File: src/hdl/cdb_pkg.sv
// Shared constants, types and index helpers for the circular deque buffer.
package cdb_pkg;

	localparam int DEPTH  = 16;
	localparam int IDX_W  = (DEPTH > 1) ? $clog2(DEPTH) : 1;
	localparam int CNT_W  = $clog2(DEPTH + 1);
	localparam int CAP_W  = 5;
	localparam int CAPX_W = (CNT_W > CAP_W) ? CNT_W : CAP_W;
	localparam int DATA_W = 32;

	localparam logic [CAP_W-1:0] CAP_RESET = CAP_W'(16);

	typedef enum logic [1:0] {
		CMD_PUSH_FRONT = 2'd0,
		CMD_PUSH_REAR  = 2'd1,
		CMD_DUMP       = 2'd2,
		CMD_NONE       = 2'd3
	} cmd_t;

	typedef enum logic [1:0] {
		ST_ACCEPTED = 2'd0,
		ST_FULL     = 2'd1,
		ST_DUMPED   = 2'd2,
		ST_EMPTY    = 2'd3
	} status_t;

	// Pointer update requested by the controller.
	typedef struct packed {
		logic push_en;
		logic at_front;
	} ptr_cmd_t;

	// Pointer status seen by the controller.
	typedef struct packed {
		logic              empty;
		logic              full;
		logic [IDX_W-1:0]  front;
		logic [IDX_W-1:0]  front_slot;
		logic [IDX_W-1:0]  rear_slot;
		logic [CNT_W-1:0]  count;
		logic [CAPX_W-1:0] cap;
	} ptr_info_t;

	function automatic logic [IDX_W-1:0] inc_wrap(input logic [IDX_W-1:0] idx,
		input logic [CAPX_W-1:0] cap);
		logic [CAPX_W:0] n;
		n = (CAPX_W+1)'(idx) + (CAPX_W+1)'(1);
		return (n == (CAPX_W+1)'(cap)) ? '0 : IDX_W'(n);
	endfunction

	function automatic logic [IDX_W-1:0] dec_wrap(input logic [IDX_W-1:0] idx,
		input logic [CAPX_W-1:0] cap);
		return (idx == '0) ? IDX_W'(cap - CAPX_W'(1)) : idx - IDX_W'(1);
	endfunction

endpackage

File: src/hdl/cdb_ram.sv
// Generic single-write, single-read synchronous RAM with registered read data.
module cdb_ram #(
	parameter int WIDTH = 32,
	parameter int DEPTH = 16,
	parameter int ADDR_W = (DEPTH > 1) ? $clog2(DEPTH) : 1
) (
	input  logic              clk,
	input  logic              wr_en,
	input  logic [ADDR_W-1:0] wr_addr,
	input  logic [WIDTH-1:0]  wr_data,
	input  logic              rd_en,
	input  logic [ADDR_W-1:0] rd_addr,
	output logic [WIDTH-1:0]  rd_data
);

	logic [WIDTH-1:0] mem_q [DEPTH];
	logic [WIDTH-1:0] rd_data_q;

	always_ff @(posedge clk) begin
		if (wr_en) begin
			mem_q[wr_addr] <= wr_data;
		end
		if (rd_en) begin
			rd_data_q <= mem_q[rd_addr];
		end
	end

	assign rd_data = rd_data_q;

endmodule

File: src/hdl/cdb_ptr.sv
// Front and rear pointers, empty flag, capacity register and derived status.
module cdb_ptr
	import cdb_pkg::*;
(
	input  logic             clk,
	input  logic             arst_n,
	input  logic             cfg_wr_en,
	input  logic [CAP_W-1:0] cfg_wr_data,
	input  ptr_cmd_t         cmd,
	output ptr_info_t        info
);

	logic [CAP_W-1:0]  cap_q;
	logic [IDX_W-1:0]  front_q;
	logic [IDX_W-1:0]  rear_q;
	logic              empty_q;
	logic [CAPX_W-1:0] cap_raw;
	logic [CAPX_W-1:0] cap_eff;
	logic [IDX_W-1:0]  front_prev;
	logic [IDX_W-1:0]  rear_next;
	logic [CAPX_W:0]   span;

	always_comb begin
		cap_raw = CAPX_W'(cap_q);
		if (cap_raw == '0) begin
			cap_eff = CAPX_W'(1);
		end else if ((CAPX_W+1)'(cap_raw) > (CAPX_W+1)'(DEPTH)) begin
			cap_eff = CAPX_W'(DEPTH);
		end else begin
			cap_eff = cap_raw;
		end
	end

	assign front_prev = dec_wrap(front_q, cap_eff);
	assign rear_next  = inc_wrap(rear_q, cap_eff);

	// Occupancy is the wrapped distance from front to rear, plus one.
	always_comb begin
		if (rear_q >= front_q) begin
			span = (CAPX_W+1)'(rear_q) - (CAPX_W+1)'(front_q) + (CAPX_W+1)'(1);
		end else begin
			span = (CAPX_W+1)'(rear_q) + (CAPX_W+1)'(cap_eff)
				- (CAPX_W+1)'(front_q) + (CAPX_W+1)'(1);
		end
	end

	always_comb begin
		info.empty      = empty_q;
		info.full       = !empty_q && (rear_next == front_q);
		info.front      = front_q;
		info.front_slot = empty_q ? front_q : front_prev;
		info.rear_slot  = empty_q ? front_q : rear_next;
		info.count      = CNT_W'(span);
		info.cap        = cap_eff;
	end

	always_ff @(posedge clk or negedge arst_n) begin
		if (!arst_n) begin
			cap_q   <= CAP_RESET;
			front_q <= '0;
			rear_q  <= '0;
			empty_q <= 1'b1;
		end else if (cfg_wr_en) begin
			// A new capacity empties the buffer.
			cap_q   <= cfg_wr_data;
			front_q <= '0;
			rear_q  <= '0;
			empty_q <= 1'b1;
		end else if (cmd.push_en) begin
			if (empty_q) begin
				rear_q  <= front_q;
				empty_q <= 1'b0;
			end else if (cmd.at_front) begin
				front_q <= front_prev;
			end else begin
				rear_q <= rear_next;
			end
		end
	end

endmodule

File: src/hdl/circular_deque_buffer.sv
// A push or an empty dump gives its result in the cycle after acceptance.
// One push per cycle while the output is not stalled. A dump holds off input until its
// last word is out; the first slot read overlaps acceptance, and words stream one per cycle.
// Output stalls back up into the input through the single result register.
// Reset empties the buffer and sets the capacity to 16; slot contents are not
// cleared, since only written slots are ever read.
module circular_deque_buffer
	import cdb_pkg::*;
(
	input  logic                     clk,
	input  logic                     arst_n,
	input  logic                     cfg_wr_en,
	input  logic [CAP_W-1:0]         queue_capacity,
	input  logic                     in_valid,
	output logic                     in_stall,
	input  logic [1:0]               command,
	input  logic signed [DATA_W-1:0] item_value,
	output logic                     out_valid,
	input  logic                     out_stall,
	output logic signed [DATA_W-1:0] out_value,
	output logic [1:0]               status,
	output logic                     last
);

	typedef enum logic {
		S_IDLE,
		S_DUMP
	} state_t;

	state_t                   state_q;
	logic                     out_valid_q;
	logic signed [DATA_W-1:0] out_value_q;
	status_t                  status_q;
	logic                     last_q;
	logic [IDX_W-1:0]         pos_q;
	logic [CNT_W-1:0]         cnt_q;

	ptr_cmd_t         pcmd;
	ptr_info_t        pinfo;
	cmd_t             cmd;
	logic             out_free;
	logic             take;
	logic             dump_last;
	logic [IDX_W-1:0] pos_next;
	logic             wr_en;
	logic [IDX_W-1:0] wr_addr;
	logic             rd_en;
	logic [IDX_W-1:0] rd_addr;
	logic [DATA_W-1:0] rd_data;

	assign cmd       = cmd_t'(command);
	assign out_free  = !out_valid_q || !out_stall;
	assign in_stall  = (state_q != S_IDLE) || !out_free;
	assign take      = in_valid && !in_stall;
	assign dump_last = (cnt_q == CNT_W'(1));
	assign pos_next  = inc_wrap(pos_q, pinfo.cap);

	// A dump only starts once the previous push has been written, and pushes are
	// held off during a dump, so reads never meet a write to the same slot.
	always_comb begin
		wr_en         = 1'b0;
		wr_addr       = pinfo.rear_slot;
		rd_en         = 1'b0;
		rd_addr       = pinfo.front;
		pcmd.push_en  = 1'b0;
		pcmd.at_front = (cmd == CMD_PUSH_FRONT);
		unique case (state_q)
			S_IDLE: begin
				if (take) begin
					unique case (cmd)
						CMD_PUSH_FRONT, CMD_PUSH_REAR: begin
							wr_en        = !pinfo.full;
							wr_addr      = (cmd == CMD_PUSH_FRONT) ? pinfo.front_slot
								: pinfo.rear_slot;
							pcmd.push_en = !pinfo.full;
						end
						CMD_DUMP: begin
							rd_en = !pinfo.empty;
						end
						default: begin
						end
					endcase
				end
			end
			S_DUMP: begin
				rd_addr = pos_next;
				rd_en   = out_free && !dump_last;
			end
			default: begin
			end
		endcase
	end

	always_ff @(posedge clk or negedge arst_n) begin
		if (!arst_n) begin
			state_q     <= S_IDLE;
			out_valid_q <= 1'b0;
			out_value_q <= '0;
			status_q    <= ST_ACCEPTED;
			last_q      <= 1'b0;
			pos_q       <= '0;
			cnt_q       <= '0;
		end else begin
			if (out_free) begin
				out_valid_q <= 1'b0;
			end
			unique case (state_q)
				S_IDLE: begin
					if (take) begin
						unique case (cmd)
							CMD_PUSH_FRONT, CMD_PUSH_REAR: begin
								out_valid_q <= 1'b1;
								out_value_q <= '0;
								status_q    <= pinfo.full ? ST_FULL : ST_ACCEPTED;
								last_q      <= 1'b1;
							end
							CMD_DUMP: begin
								if (pinfo.empty) begin
									out_valid_q <= 1'b1;
									out_value_q <= '0;
									status_q    <= ST_EMPTY;
									last_q      <= 1'b1;
								end else begin
									pos_q   <= pinfo.front;
									cnt_q   <= pinfo.count;
									state_q <= S_DUMP;
								end
							end
							default: begin
							end
						endcase
					end
				end
				S_DUMP: begin
					if (out_free) begin
						out_valid_q <= 1'b1;
						out_value_q <= $signed(rd_data);
						status_q    <= ST_DUMPED;
						last_q      <= dump_last;
						if (dump_last) begin
							state_q <= S_IDLE;
						end else begin
							pos_q <= pos_next;
							cnt_q <= cnt_q - CNT_W'(1);
						end
					end
				end
				default: begin
					state_q <= S_IDLE;
				end
			endcase
		end
	end

	assign out_valid = out_valid_q;
	assign out_value = out_value_q;
	assign status    = status_q;
	assign last      = last_q;

	cdb_ptr u_ptr (
		.clk         (clk),
		.arst_n      (arst_n),
		.cfg_wr_en   (cfg_wr_en),
		.cfg_wr_data (queue_capacity),
		.cmd         (pcmd),
		.info        (pinfo)
	);

	cdb_ram #(
		.WIDTH (DATA_W),
		.DEPTH (DEPTH)
	) u_slots (
		.clk     (clk),
		.wr_en   (wr_en),
		.wr_addr (wr_addr),
		.wr_data (item_value),
		.rd_en   (rd_en),
		.rd_addr (rd_addr),
		.rd_data (rd_data)
	);

endmodule
File: config.mk
export PLATFORM = sky130hd
export DESIGN_NAME = circular_deque_buffer
export DESIGN_NICKNAME = d
export VERILOG_FILES = /design/src/hdl/cdb_pkg.sv /design/src/hdl/cdb_ram.sv /design/src/hdl/cdb_ptr.sv /design/src/hdl/circular_deque_buffer.sv
export SDC_FILE = /design/constraint.sdc
export NUM_CORES = 1
export LEC_CHECK = 0
export BUFFER_PORTS_ARGS = -buffer_cell sky130_fd_sc_hd__buf_2
export CORE_MARGIN = 2
export CORE_UTILIZATION = 60
export DETAILED_ROUTE_END_ITERATION = 10
export PLACE_DENSITY_LB_ADDON = 0.08
export SYNTH_ARGS = -nofsm -noshare
export SYNTH_HDL_FRONTEND = slang
export SYNTH_HIERARCHICAL = 1
export SYNTH_SLANG_ARGS = --single-unit
File: constraint.sdc
create_clock -name clk -period 6.9 [get_ports clk]
set_clock_uncertainty 0.1 [all_clocks]
set_input_delay 0.345 -clock clk [delete_from_list [all_inputs] [get_ports clk]]
set_output_delay 0.345 -clock clk [all_outputs]
set_load 0.02 [all_outputs]
==> results.rst <==
.. list-table::
   :header-rows: 1

   * - Metric
     - Value
   * - Clock-pin slew on the worst setup and hold paths
     - 60 ps
   * - Cell count after synthesis
     - 1198
   * - Topmost layer with routed signal wires
     - met4
   * - Min Tclk post-route
     - 4591 ps
   * - Port bufs
     - 80
   * - Hold Path Cell Cnt
     - 1
   * - Post-synth top flop
     - sky130_fd_sc_hd__edfxtp_1
   * - Share of the clock period used by the worst path after layout
     - 66.53%
   * - Number of setup violations in the final report
     - 0
   * - Pins Over Slew Limit
     - 0
   * - Post-CTS Setup Bufs
     - 0
   * - Setup Total Neg Slack
     - 0 ps
   * - Drt via density
     - 6.263
   * - GRT Overall Usage
     - 24.77%
   * - FF-to-FF path depth
     - 11
   * - Initial antenna violation count
     - 0
   * - Power density cells
     - 438.1 mW/mm²
   * - Worst IR drop on VDD
     - 0.7612 mV
   * - Core Rows
     - 73
   * - Full die area
     - 0.04138 mm²
   * - Aggregate global routing overflow
     - 0
   * - Outcome
     - complete, no violations
   * - Maximum Capacitance Violations
     - 0
   * - DRC violations left
     - 0
   * - Met1 Wirelength
     - 21.71 mm
   * - Final Instance Area
     - 0.02728 mm²
   * - Initial DRT Pass Iterations
     - 5
   * - Overall Power
     - 11.95 mW
   * - Transition at the pin with the smallest max-transition slack
     - 1306 ps
   * - Delay-heaviest family, CP
     - simple AND/OR/NAND/NOR gates
   * - Cell Area, Placed
     - 0.02497 mm²
   * - Post-synthesis sequential area ratio
     - 74.77%
   * - Count of vias placed by the detailed router
     - 11930
   * - Wire length of the first global-routing pass
     - 75.12 mm
   * - YS warnings
     - 6
   * - Flop and latch count out of synthesis
     - 604
   * - Stages on the worst setup path
     - 11
   * - Most frequent cells in the layout
     - sky130_fd_sc_hd__edfxtp_1 (544), sky130_fd_sc_hd__mux4_2 (128), sky130_fd_sc_hd__buf_2 (79), sky130_fd_sc_hd__a22oi_1 (64)
   * - Critical-path maximum fanout
     - 24
   * - Average size of a mapped cell
     - 19.92 µm²
   * - Worst path slowest cell
     - sky130_fd_sc_hd__nor3_2
   * - Max transition margin
     - 12.73%
   * - Peak clock frequency supported by timing
     - 217.8 MHz
   * - Critical path required time
     - 7060 ps
   * - Crit path capture type
     - register
   * - Root buffer cell
     - sky130_fd_sc_hd__clkbuf_16
   * - Met3 routed wirelength
     - 2.828 mm
   * - Clock latency at the later pin of the worst-skew pair
     - 610 ps
   * - WL final
     - 49.31 mm
   * - Die height
     - 203.4 µm
   * - Most common cell after layout, fill and taps aside
     - sky130_fd_sc_hd__edfxtp_1
   * - Cts bufs inserted
     - 58
   * - RePlAce Congestion
     - 0.8579
   * - Arrival time at the worst endpoint
     - 4750 ps
   * - Initial cell density of the core
     - 60.47%
   * - Library cells used by synthesis
     - 65
   * - Share of flip-flops with an asynchronous set or reset after synthesis
     - 9.934%
   * - Metal2 WL
     - 23.98 mm
   * - Worst path bufs/invs
     - 1
   * - Leakage power of the design
     - 9.269 nW
   * - Hold-fix buffers, CTS
     - 33
   * - Antenna cells
     - 0
   * - Cell area after technology mapping
     - 0.02386 mm²
   * - DRT antenna net count
     - 0
   * - Pin count of the biggest net entering global routing
     - 130
   * - Unrepaired setup endpoints after global routing
     - false
   * - Die extent in x
     - 203.4 µm
   * - Number of resized instances in the post-cts repair step
     - 0
   * - Number of buffers on the longest clock path
     - 3
   * - Layout cells sized above 1
     - 26.59%
   * - H-tree lvl count
     - 2
   * - Register-to-Register Setup Slack
     - 2310 ps
   * - Synthesized Nets
     - 1264
   * - Vias in the first global route
     - 12170
   * - Area delta synth->final
     - 14.35%
   * - Clock Sinks
     - 604
   * - CP max stage delay
     - 750 ps
   * - Final hold violations
     - 0
   * - Number of synthesized flops with an enable pin
     - 544
   * - Critical-path cell list
     - ha_1 -> xor2_1 -> o21a_1 -> nor4_4 -> a21oi_1 -> xnor2_1 -> and4_1 -> nor2_1 -> nand3b_1 -> nor3_2 -> buf_4
   * - Violation count after the first detailed-route iteration
     - 1043
   * - Worst setup path class
     - register to register
   * - Routed length per instance
     - 25.88 µm
   * - Number of I/O pins
     - 81
   * - Post-DP HPWL
     - 26.37 mm
   * - Post-layout net count
     - 1397
   * - TritonCTS clock tree
     - built
   * - CORE AREA
     - 0.03946 mm²
   * - Category of the worst setup path launch point
     - register
   * - Hold/Removal Path Class
     - input pin to register
[layout make-up]
type	instances	area (µm²)
clock buffer	83	1605
clock inverter	26	377.9
fill	2498	12170
inverter	30	113.9
multi-input combinational	503	5776
sequential	604	17840
tap	525	656.9
timing repair buffer	134	915.9
[per-layer routing]
layer	up-vias	track usage, %
li1	5160	-
met1	6307	37.05
met2	395	39.63
met3	69	3.388
met4	0	6.074
met5	-	0
[report_power, final]
part,switching [mW],total [mW],internal (mW)
Sequential,0.150,4.53,4.38
Clock,1.32,3.24,1.92
Combinational,2.30,4.18,1.88
[synthesized netlist by cell type, types with 3 or more instances]
library cell | n | share of area, %
sky130_fd_sc_hd__xnor2_1 | 18 | 0.66
sky130_fd_sc_hd__buf_1 | 10 | 0.16
sky130_fd_sc_hd__nand3b_1 | 5 | 0.16
sky130_fd_sc_hd__inv_1 | 29 | 0.46
sky130_fd_sc_hd__nor2b_1 | 11 | 0.29
sky130_fd_sc_hd__buf_2 | 10 | 0.21
sky130_fd_sc_hd__mux2i_1 | 5 | 0.21
sky130_fd_sc_hd__ha_1 | 17 | 0.89
sky130_fd_sc_hd__o211ai_1 | 3 | 0.094
sky130_fd_sc_hd__nor3_1 | 7 | 0.15
sky130_fd_sc_hd__a22oi_1 | 64 | 2.0
sky130_fd_sc_hd__xor2_1 | 5 | 0.18
sky130_fd_sc_hd__clkbuf_1 | 27 | 0.42
sky130_fd_sc_hd__nor2_1 | 30 | 0.47
sky130_fd_sc_hd__fa_1 | 5 | 0.42
sky130_fd_sc_hd__a21o_1 | 8 | 0.25
sky130_fd_sc_hd__o21ai_0 | 7 | 0.15
sky130_fd_sc_hd__edfxtp_1 | 544 | 68
sky130_fd_sc_hd__o21ai_2 | 3 | 0.11
sky130_fd_sc_hd__mux2_2 | 10 | 0.47
sky130_fd_sc_hd__and2_1 | 4 | 0.10
sky130_fd_sc_hd__o21bai_1 | 5 | 0.16
sky130_fd_sc_hd__a22o_1 | 32 | 1.2
sky130_fd_sc_hd__buf_4 | 11 | 0.35
sky130_fd_sc_hd__nand2_1 | 53 | 0.83
sky130_fd_sc_hd__dfrtp_1 | 58 | 6.1
sky130_fd_sc_hd__o21a_1 | 4 | 0.13
sky130_fd_sc_hd__a21oi_1 | 23 | 0.48
sky130_fd_sc_hd__mux4_2 | 128 | 12
sky130_fd_sc_hd__nand2b_1 | 7 | 0.18
sky130_fd_sc_hd__o22ai_1 | 4 | 0.10
sky130_fd_sc_hd__nand3_1 | 8 | 0.17
[worst paths after layout]
kind,from,endpoint
setup / recovery,u_ptr/rear_q[0],u_slots/mem_q[4][14]
hold / removal,item_value[8],u_slots/mem_q[12][8]
setup reg to reg,u_ptr/rear_q[0],u_slots/mem_q[4][14]
hold reg to reg,u_slots/rd_data[6],out_value[6]
max in group asynchronous,arst_n,out_value[10]
min in group asynchronous,arst_n,cnt_q[1]
[worst reg2reg max path, delay by kind of cell (launching register included)]
family / cells / cell delay [ps]
DFF: 1 / 500
xor gates and xnor gates: 2 / 280
and+or+nand+nor: 5 / 2060
adders and majority gates: 1 / 380
AOI/OAI and AO/OA: 2 / 350
buffers and inverters: 1 / 530
[cell families (layout without fill, tap and decap cells)]
| group | count (synthesis) | count (layout) | share of synthesized area, % |
|---|---|---|---|
| AOI/OAI and AO/OA | 172 | 172 | 5.412 |
| xor gates and xnor gates | 24 | 24 | 0.9386 |
| adders and majority gates | 22 | 22 | 1.311 |
| buffers and inverters | 91 | 273 | 1.746 |
| DFF | 604 | 604 | 74.77 |
| muxes | 145 | 145 | 12.89 |
| and+or+nand+nor | 140 | 140 | 2.937 |
[stage by stage]
step,utilization (%),cells,setup slack [ps],hold slack (ps)
floorplan,-,1198,1429,-50.59
global placement,63.29,1763,2457,352.7
detailed placement,63.29,1763,2308,359.0
CTS,69.15,1905,2291,0.7117
global route,69.15,1905,1986,20.80
finish,69.15,1905,2309,28.47
[sequential cells by signal, indices dropped and copies added (netlist names), 2 cells and up]
register / flops
cnt_q: 5
out_value: 32
pos_q: 4
status: 2
u_ptr/cap_q: 5
u_ptr/front_q: 4
u_ptr/rear_q: 4
u_slots/mem_q: 512
u_slots/rd_data: 32
Note: power is estimated with default switching activity, not from simulation.
